--- src/sv/sis_pkg.sv ---
// Package for the sorted index set unit: operation and status codes,
// the control state encoding and the control bundle driven to the cell row.
// No dependencies.
package sis_pkg;

  localparam int FUNC_W     = 2;
  localparam int STATUS_W   = 3;
  localparam int POSITION_W = 6;
  localparam int COUNT_W    = 7;

  localparam logic [FUNC_W-1:0] FN_ADD    = 2'd0;
  localparam logic [FUNC_W-1:0] FN_REMOVE = 2'd1;

  typedef enum logic [STATUS_W-1:0] {
    ST_ADDED   = 3'd0,
    ST_PRESENT = 3'd1,
    ST_REMOVED = 3'd2,
    ST_ABSENT  = 3'd3,
    ST_FULL    = 3'd4,
    ST_CLEARED = 3'd5
  } status_t;

  typedef enum logic [2:0] {
    S_IDLE = 3'b001,
    S_CMP  = 3'b010,
    S_UPD  = 3'b100
  } state_t;

  typedef struct packed {
    logic cmp;
    logic ins;
    logic del;
  } cell_ctrl_t;

endpackage

--- src/sv/sis_cell.sv ---
// One slot of the sorted store: holds an entry, compares it with the
// broadcast value and shifts up or down with its neighbours.
// Depends on sis_pkg.
module sis_cell import sis_pkg::*; #(
  parameter int VW    = 32,
  parameter int CW    = 7,
  parameter int IW    = 6,
  parameter int INDEX = 0
) (
  input  logic          clk,
  input  logic          rst,
  input  cell_ctrl_t    ctrl,
  input  logic [VW-1:0] value,
  input  logic [CW-1:0] count,
  input  logic [VW-1:0] left_entry,
  input  logic          left_lt,
  input  logic [VW-1:0] right_entry,
  output logic [VW-1:0] entry,
  output logic          lt,
  output logic          eq,
  output logic [IW-1:0] sel_index
);

  logic occupied;

  assign occupied  = CW'(INDEX) < count;
  assign sel_index = (!lt && left_lt) ? IW'(INDEX) : '0;

  always_ff @(posedge clk) begin
    if (rst) begin
      lt <= 1'b0;
      eq <= 1'b0;
    end else if (ctrl.cmp) begin
      lt <= occupied && (entry < value);
      eq <= occupied && (entry == value);
    end
  end

  always_ff @(posedge clk) begin
    if (ctrl.ins && !lt) begin
      entry <= left_lt ? value : left_entry;
    end else if (ctrl.del && !lt) begin
      entry <= right_entry;
    end
  end

endmodule

--- config.mk ---
export PLATFORM = sky130hd
export DESIGN_NAME = sis_cell
export DESIGN_NICKNAME = d
export VERILOG_FILES = /design/src/sv/sis_pkg.sv /design/src/sv/sis_cell.sv
export SDC_FILE = /design/constraint.sdc
export NUM_CORES = 1
export LEC_CHECK = 0
export BUFFER_PORTS_ARGS = -buffer_cell sky130_fd_sc_hd__buf_2
export CAP_MARGIN = 20
export CORE_MARGIN = 2
export CORE_UTILIZATION = 46
export CTS_BUF_LIST = sky130_fd_sc_hd__clkbuf_8
export CTS_CLUSTER_DIAMETER = 120
export CTS_CLUSTER_SIZE = 30
export DETAILED_ROUTE_END_ITERATION = 8
export GPL_ROUTABILITY_DRIVEN = 0
export PLACE_DENSITY = 0.83
export SYNTH_ARGS = -nofsm -noshare
export SYNTH_HDL_FRONTEND = slang
export SYNTH_SLANG_ARGS = --single-unit
--- constraint.sdc ---
create_clock -name clk -period 2.9 [get_ports clk]
set_input_delay 0.145 -clock clk [delete_from_list [all_inputs] [get_ports clk]]
set_output_delay 0.145 -clock clk [all_outputs]
set_load 0.02 [all_outputs]
==> results of run 1 <==
==> layer usage <==
layer | wire length [um] | share of wire [%] | vias up
li1 | - | - | 1238
met1 | 2596 | 39 | 1084
met2 | 3512 | 53 | 88
met3 | 346 | 5.2 | 13
met4 | 138 | 2.1 | 0
met5 | 0 | 0 | -
==> logic make-up (layout without fill, tap and decap cells) <==
logic type	after synthesis	count (layout)	synth area share, %
compound gates	59	59	13.84
other cells	1	6	0.1435
buf+inv	51	185	8.333
flops	34	34	38.31
simple gates	65	65	11.78
fa+ha+maj	32	32	15.33
mux	32	32	12.26
==> synthesized netlist by cell type, drive strengths merged <==
library cell	instances
mux2i	32
o211ai	1
dfxtp	2
nand3	2
edfxtp	32
conb	1
a211o	1
nand2b	1
nor2	7
a211oi	2
o21ai	37
a21oi	13
nand4	6
nand4b	1
inv	34
nand2	43
buf	9
or4	1
and3b	1
nor3	1
a21o	1
a2111oi	1
o41ai	1
clkbuf	8
ha	32
nor4	2
a221oi	1
a221o	1
==> per-stage QoR <==
stage               utilization, %  cells  setup slack [ns]
floorplan                        -    279            0.7031
global placement             60.87    476             1.108
detailed placement           60.87    476             1.000
CTS                          62.85    484            0.9920
global route                 63.35    485            0.8917
finish                       63.35    485             1.010
==> sequential cells by signal, indices dropped and copies added (netlist names) <==
name	count
lt	1
eq	1
entry	32
==> critical path, cell delays in order, from the launching register on <==
cell       delay, ns
edfxtp_1        0.41
ha_1            0.33
nand4_1         0.18
nor3_2          0.08
a2111oi_2       0.37
o211ai_1        0.17
a221oi_2        0.28
==> layout by cell type (no fill, tap or decap), types with 2 or more instances in the layout <==
cell,Yosys,layout
o21ai_1,28,28
mux2i_1,32,32
nand3_1,2,2
nor2_1,7,6
buf_2,3,142
clkbuf_8,0,5
clkinv_2,0,2
a21oi_1,13,13
nand4_1,5,5
dfxtp_1,2,2
conb_1,1,6
o21ai_0,9,9
ha_1,32,32
edfxtp_1,32,32
nand2_1,43,43
inv_1,34,34
nor4_1,2,2
==> power by group <==
part,internal [W],switching (W)
clock network,0.000253,0.000175
registers,0.000626,0.0000352
logic,0.000231,0.000335
==> worst max path at each step <==
stage               end  slack (ns)  cells past startpoint
2_1_floorplan  entry[0]        0.70                      1
3_3_place_gp         lt        1.11                      6
3_5_place_dp   entry[9]        1.00                      2
4_1_cts        entry[9]        0.99                      2
5_1_grt              lt        0.89                      6
6_report             lt        1.01                      6
==> final cells by class <==
type | instances | area, um2
multi-input cells | 194 | 1423
fillers | 489 | 2018
inverters | 34 | 127.6
clock inverters | 3 | 40.04
repair buffers | 143 | 738.2
well taps | 72 | 90.09
flip-flops and latches | 34 | 1001
clock buffers | 5 | 68.82
==> out/results.ini, run 1 <==
[outcome]
outcome=finished clean

[sta]
finalCritPeriodShare_pct=65.19
finalSetupViolCount=0
fmax_mhz=529.0
clock_skew_ns=0.005919
rsz0062_at_grt=no
hold_ws_ns=0.03847
slew_violations=0
final.setup.tns_ns=0
layout_min_cycle_time_ns=1.890
hold_viol_final=0
tightest_slew_ns=0.9983
slew_headroom_pct=33.44

[synthesis]
synth_cells=274
ys_ff_latch=34
synth_top_cell_by_area=edfxtp_1
ys_types=32
synth_top_area_share_pct=36.78
syn_area_per_cell_um2=9.535
synthTopCellsByArea=edfxtp_1 (37%), ha_1 (15%), mux2i_1 (12%)
netlist_area_um2=2613
yosysSeqAreaShare_pct=38.31
ys_warn_count=0

[clock_network]
cts_tree=built
clock_latency_ns=0.28
cts_resized=0
clk_path_buf_depth=2
cts_setup_buffers=0
numClockSinks=34
numCtsBuffers=5
clk_pin_slew_ns=0.08
cts_hold_buf=0
cts_root_buffer=clkbuf_8
cts-htree-levels=2

[pwr]
irDropWorstVdd_mv=0.2880
powerDensity_nw_per_um2=474.5
power_w=0.001655
power_leakage_nw=1.856

[worst_setup_path]
regToRegEndpoint=lt
rr_worst_depth=6
worstPathArrival_ns=2.09
end_kind=flip-flop
path_max_fanout=3
start_kind=flip-flop
rrSetupSlack_ns=1.01
criticalPathCategory=flip-flop to flip-flop
required_ns=3.10
startpoint=entry[27]
r2r_start=entry[27]

[floorplanning]
fp.dieH_um=79.36
io_pins=149
start_util_pct=47.44
die-area_um2=6298
rows=27
fp.dieW_um=79.36
core_region_area_um2=5507

[finish]
syn_to_final_growth_pct=33.53
design_area_um2=3488
nets=553
drive_gt1_share_pct=38.74
antenna_cells=0

[drt]
drt-total-wl_mm=6.593
drtIter0Drc=73
wl_per_cell_um=13.59
route.detailed.drc=0
antenna_left=0
avgViaCountPerCell=4.996
vias=2423
first_pass_iters=4

[global_route]
grt_pass1_vias=2425
grt_max_degree=65
track_usage_pct=20.85
gr-total-overflow=0
gr-usage-met2_pct=39.75
busiest_layer=met2
grt_pass1_wl_mm=10.32
grtUsageMet3_pct=3.977
grt_util_met1_pct=22.82
antenna_found_initial=0

[job]
cap_violations=0

[worst_hold_path]
hold_start=rst
hold_depth=2
hold_end=lt
hold_class=input pin to flip-flop

[placed_design]
placed_area_um2=3352
portBuffers=142
hpwlAfterDp_mm=5.330

Note: power is estimated with default switching activity, not from simulation.
==> inputs of run 2 (changes only) <==
- clock period: 2.9 -> 1.9 ns (I/O delays scaled with it)
==> run 2 against run 1 <==
Critical endpoint unchanged. Die area unchanged. Via count increased by 1.2%. Worst setup slack got worse by 0.90 ns.
==> out/results.ini, run 2 (synthesis results as in run 1) <==
[finish]
nets=560  ; +1.3%
drive_gt1_share_pct=41.90  ; +3.2 points
final_cell_mix=buf_2 (142), nand2_1 (43), inv_1 (35)
regMostFlops=entry
final_common_cell=buf_2
utilization_pct=65.46  ; +2.1 points
largest_register_ffs=32  ; unchanged
syn_to_final_growth_pct=37.98
antenna_cells=0  ; unchanged
reg_top3=entry (32), eq (1), lt (1)

[worst_setup_path]
start_kind=flip-flop
cpMaxStageDelayCell=edfxtp_1
slowest_delay_ns=0.39  ; -0.02 ns
worstPathArrival_ns=1.99  ; -0.10 ns
critPathTopFamily=compound AO/OA/AOI/OAI gates
criticalPathCategory=flip-flop to flip-flop
path_buf_inv=0  ; unchanged
required_ns=2.11  ; -0.99 ns
end_kind=flip-flop
crit_chain=ha_1 -> nand4_1 -> nor2_1 -> a221o_1 -> a211o_1 -> a221oi_2
path_max_fanout=3  ; unchanged

[global_route]
antenna_found_initial=0  ; unchanged
gr-total-overflow=0  ; unchanged
grt_pass1_wl_mm=10.27  ; -0.53%
track_usage_pct=20.84  ; about the same
grt_pass1_vias=2353  ; -3.0%
grt_max_degree=34  ; -48%

[pwr]
power_leakage_nw=1.872  ; +0.85%
powerDensity_nw_per_um2=680.6  ; +43%
irDropWorstVdd_mv=0.4363  ; +51%

[worst_hold_path]
hold_class=input pin to flip-flop

[drt]
drtIter0Drc=103  ; +41%
route.detailed.drc=0  ; unchanged
vias=2452  ; +1.2%
first_pass_iters=4  ; unchanged
drt-total-wl_mm=6.796  ; +3.1%
wl_per_cell_um=13.81  ; +1.6%
antenna_left=0  ; unchanged
avgViaCountPerCell=4.984  ; -0.24%

[sta]
fmax_mhz=559.1  ; +5.7%
hold_viol_final=0  ; unchanged
clock_skew_ns=0.005114  ; -0.0008049 ns
rsz0062_at_grt=no
fin_ws_ns=0.1113  ; -0.8983 ns
finalCritPeriodShare_pct=94.14  ; +29 points
finalSetupViolCount=0  ; unchanged
hold_ws_ns=0.08160  ; +0.04312 ns
slew_violations=0  ; unchanged
layout_min_cycle_time_ns=1.789  ; -0.1017 ns
final.setup.tns_ns=0  ; unchanged

[clock_network]
cts_root_buffer=clkbuf_8
numCtsBuffers=5  ; unchanged
cts-htree-levels=2  ; unchanged
clk_pin_slew_ns=0.07  ; about the same
clk_path_buf_depth=2  ; unchanged
cts_tree=built
clock_latency_ns=0.29  ; about the same
numClockSinks=34  ; unchanged

[floorplanning]
fp.dieW_um=79.36  ; unchanged
rows=27  ; unchanged
fp.dieH_um=79.36  ; unchanged
die-area_um2=6298  ; unchanged
io_pins=149  ; unchanged
start_util_pct=47.44  ; unchanged
core_region_area_um2=5507  ; unchanged

[placed_design]
dpl_worst_slack_ns=0.07124  ; -0.9291 ns
portBuffers=142  ; unchanged
hpwlAfterDp_mm=5.657  ; +6.1%

[job]
cap_violations=0  ; unchanged

[outcome]
outcome=finished clean

==> run 2: final cells by class <==
type | count | area, um2
clock buffers | 5 | 68.82
clock inverters | 3 | 12.51
fillers | 465 | 1902
inverters | 34 | 127.6
multi-input cells | 194 | 1531
flip-flops and latches | 34 | 1001
well taps | 72 | 90.09
repair buffers | 150 | 773.2
==> run 2: where the power goes <==
group          internal (W)  switching, W  total [W]  leakage (nW)
Clock              0.000247      0.000268   0.000515        0.0468
Sequential         0.000956     0.0000627    0.00102         0.340
Combinational      0.000389      0.000531   0.000920          1.49
Total               0.00159      0.000862    0.00245          1.87
==> run 2: worst register-to-register path, delay by kind of cell (launching register included) <==
family	cells	cell delay, ns
compound gates	3	0.75
simple gates	2	0.28
flops	1	0.39
fa+ha+maj	1	0.31
==> run 2: layer usage <==
layer	global-route usage [%]	vias up	routed length, um
met5	0	-	0
met1	22.38	1102	2592
met2	40.00	89	3697
met4	7.931	0	130
li1	-	1250	-
met3	3.864	11	375
==> run 2: timing repair <==
| item | 4_1_cts | 5_1_grt |
|---|---|---|
| setup endpoints to repair | 0 | 2 |
| endpoints found under the hold margin | 2 | 0 |
| gates resized for setup | 0 | 13 |
| buffers inserted | 0 | 1 |
| hold buffers | 1 | 0 |
==> run 2: final timing paths <==
path | startpoint | end | slack [ns] | depth (start not counted)
worst max register to register | entry[13] | lt | 0.11 | 6
worst min register to register | eq | eq | 0.45 | 2
worst min-delay path | right_entry[19] | entry[19] | 0.08 | 3
worst max-delay path | entry[13] | lt | 0.11 | 6
==> run 2: stage by stage <==
step,power (W),area [um2],std cells
floorplan,0.001568,2634,279
CTS,0.002406,3488,491
global route,0.002600,3605,492
global placement,0.001863,3397,482
finish,0.002453,3605,492
detailed placement,0.001898,3397,482
==> inputs of run 3 (changes only) <==
- CORE_ASPECT_RATIO: unset -> 0.7
==> run 3 against run 2 <==
Sequential power about the same. Final cell count stayed put. Via count is 0.37% lower. Maximum frequency fell by 1.4%. Register-to-register slack worse by 0.02 ns. Sequential share of layout area up 0.28 points. Sequential cell count stayed put. Clock power decreased by 4.7%. Utilization increased by 1.0 points. Non-clock buffer count is the same. Highest routed layer unchanged.
==> out/results.ini, run 3 (synthesis results as in run 1) <==
[drt]
wl_per_cell_um=13.63  ; -1.3%
route.detailed.drc=0  ; unchanged
avgViaCountPerCell=4.965  ; -0.37%
vias=2443  ; -0.37%
first_pass_iters=4  ; unchanged
drtIter0Drc=87  ; -16%
antenna_left=0  ; unchanged
drt-total-wl_mm=6.706  ; -1.3%

[sta]
finalCritPeriodShare_pct=95.45  ; +1.3 points
final.setup.tns_ns=0  ; unchanged
clock_skew_ns=0.005059  ; -0.00005512 ns
hold_viol_final=0  ; unchanged
layout_min_cycle_time_ns=1.814  ; +0.02489 ns
finalSetupViolCount=0  ; unchanged
fmax_mhz=551.4  ; -1.4%
slew_violations=0  ; unchanged

[floorplanning]
start_util_pct=48.67  ; +1.2 points
rows=22  ; -19%
fp.dieW_um=94.08  ; +19%
core_region_area_um2=5368  ; -2.5%
die-area_um2=6308  ; +0.15%
fp.dieH_um=67.05  ; -16%
io_pins=149  ; unchanged

[outcome]
outcome=finished clean

[finish]
reg_top3=entry (32), eq (1), lt (1)
final_cell_mix=buf_2 (142), nand2_1 (43), inv_1 (37)
syn_to_final_growth_pct=36.59
drive_gt1_share_pct=40.48  ; -1.4 points
largest_register_ffs=32  ; unchanged
antenna_cells=0  ; unchanged
nets=560  ; unchanged
regMostFlops=entry
design_area_um2=3568  ; -1.0%
instances_no_fill=492  ; unchanged
final_common_cell=buf_2

[placed_design]
placed_area_um2=3395  ; about the same
portBuffers=142  ; unchanged
dp.cells=480  ; -0.41%
hpwlAfterDp_mm=5.575  ; -1.4%

[worst_setup_path]
start_kind=flip-flop
required_ns=2.09  ; -0.02 ns
worstPathArrival_ns=2.00  ; about the same
end_kind=flip-flop
criticalPathCategory=flip-flop to flip-flop
path_max_fanout=2  ; -1
startpoint=entry[18]
r2r_start=entry[18]

[worst_hold_path]
hold_start=right_entry[13]
hold_class=input pin to flip-flop

[pwr]
powerDensity_nw_per_um2=678.4  ; -0.32%
power_leakage_nw=1.881  ; +0.49%
power_w=0.002421  ; -1.3%
irDropWorstVdd_mv=0.4067  ; -6.8%

[clock_network]
clk_path_buf_depth=2  ; unchanged
numClockSinks=34  ; unchanged
clk_pin_slew_ns=0.07  ; about the same
cts_root_buffer=clkbuf_8
cts-htree-levels=2  ; unchanged
cts_tree=built
numCtsBuffers=5  ; unchanged
clock_latency_ns=0.28  ; about the same

[global_route]
grt_pass1_vias=2356  ; +0.13%
antenna_found_initial=0  ; unchanged
track_usage_pct=21.85  ; +1.0 points
grt_max_degree=33  ; -2.9%
gr-total-overflow=0  ; unchanged
grt_pass1_wl_mm=10.61  ; +3.4%

[job]
cap_violations=0  ; unchanged

==> run 3: final cells by class <==
| class | count | area [um2] |
|---|---|---|
| fill | 468 | 1799 |
| clock inverter | 3 | 11.26 |
| timing repair buffer | 150 | 785.8 |
| multi-input combinational | 194 | 1484 |
| inverter | 34 | 127.6 |
| tap | 72 | 90.09 |
| sequential | 34 | 1001 |
| clock buffer | 5 | 68.82 |
==> run 3: timing repair <==
| item | 4_1_cts | 5_1_grt |
|---|---|---|
| setup buffers | 0 | 3 |
| endpoints found under the hold margin | 2 | 0 |
| gates resized for setup | 0 | 8 |
| hold buffers | 1 | 0 |
| endpoints found under the setup margin | 0 | 2 |
==> run 3: final timing paths <==
check	end	slack, ns	cells after the start
hold / removal	entry[13]	0.08	3
setup / recovery	lt	0.09	6
setup reg to reg	lt	0.09	6
hold reg to reg	eq	0.46	2
==> run 3: routing by layer <==
layer  track usage [%]  share of wire (%)  vias up  wire length [um]
met5                 0                  0        -                 0
met4             4.167               0.63        0                42
met2             39.82                 48       93              3204
met1             26.94                 44     1089              2964
met3             4.638                7.4        7               494
li1                  -                  -     1254                 -
==> run 3: report_power, final <==
part           leakage, nW  internal, W  switching [W]  total, W
sequential           0.340     0.000957      0.0000633   0.00102
combinational         1.49     0.000384       0.000526  0.000909
clock               0.0519     0.000244       0.000247  0.000491
total                 1.88      0.00158       0.000836   0.00242
==> run 3: critical path, cell delays in order (launching register included) <==
cell       delay, ns
edfxtp_1        0.41
ha_1            0.32
nand2_1         0.10
o21ai_2         0.08
a2111oi_2       0.37
o211ai_1        0.18
a221oi_2        0.26
==> run 3: stage by stage <==
step	util (%)	hold WS [ns]	setup WS, ns
finish	66.48	0.08425	0.08645
global route	66.48	0.09013	-0.007244
CTS	64.92	0.08514	0.003433
detailed placement	63.24	0.2832	0.01703
global placement	63.24	0.2761	0.1388
floorplan	-	0.1612	0.06131
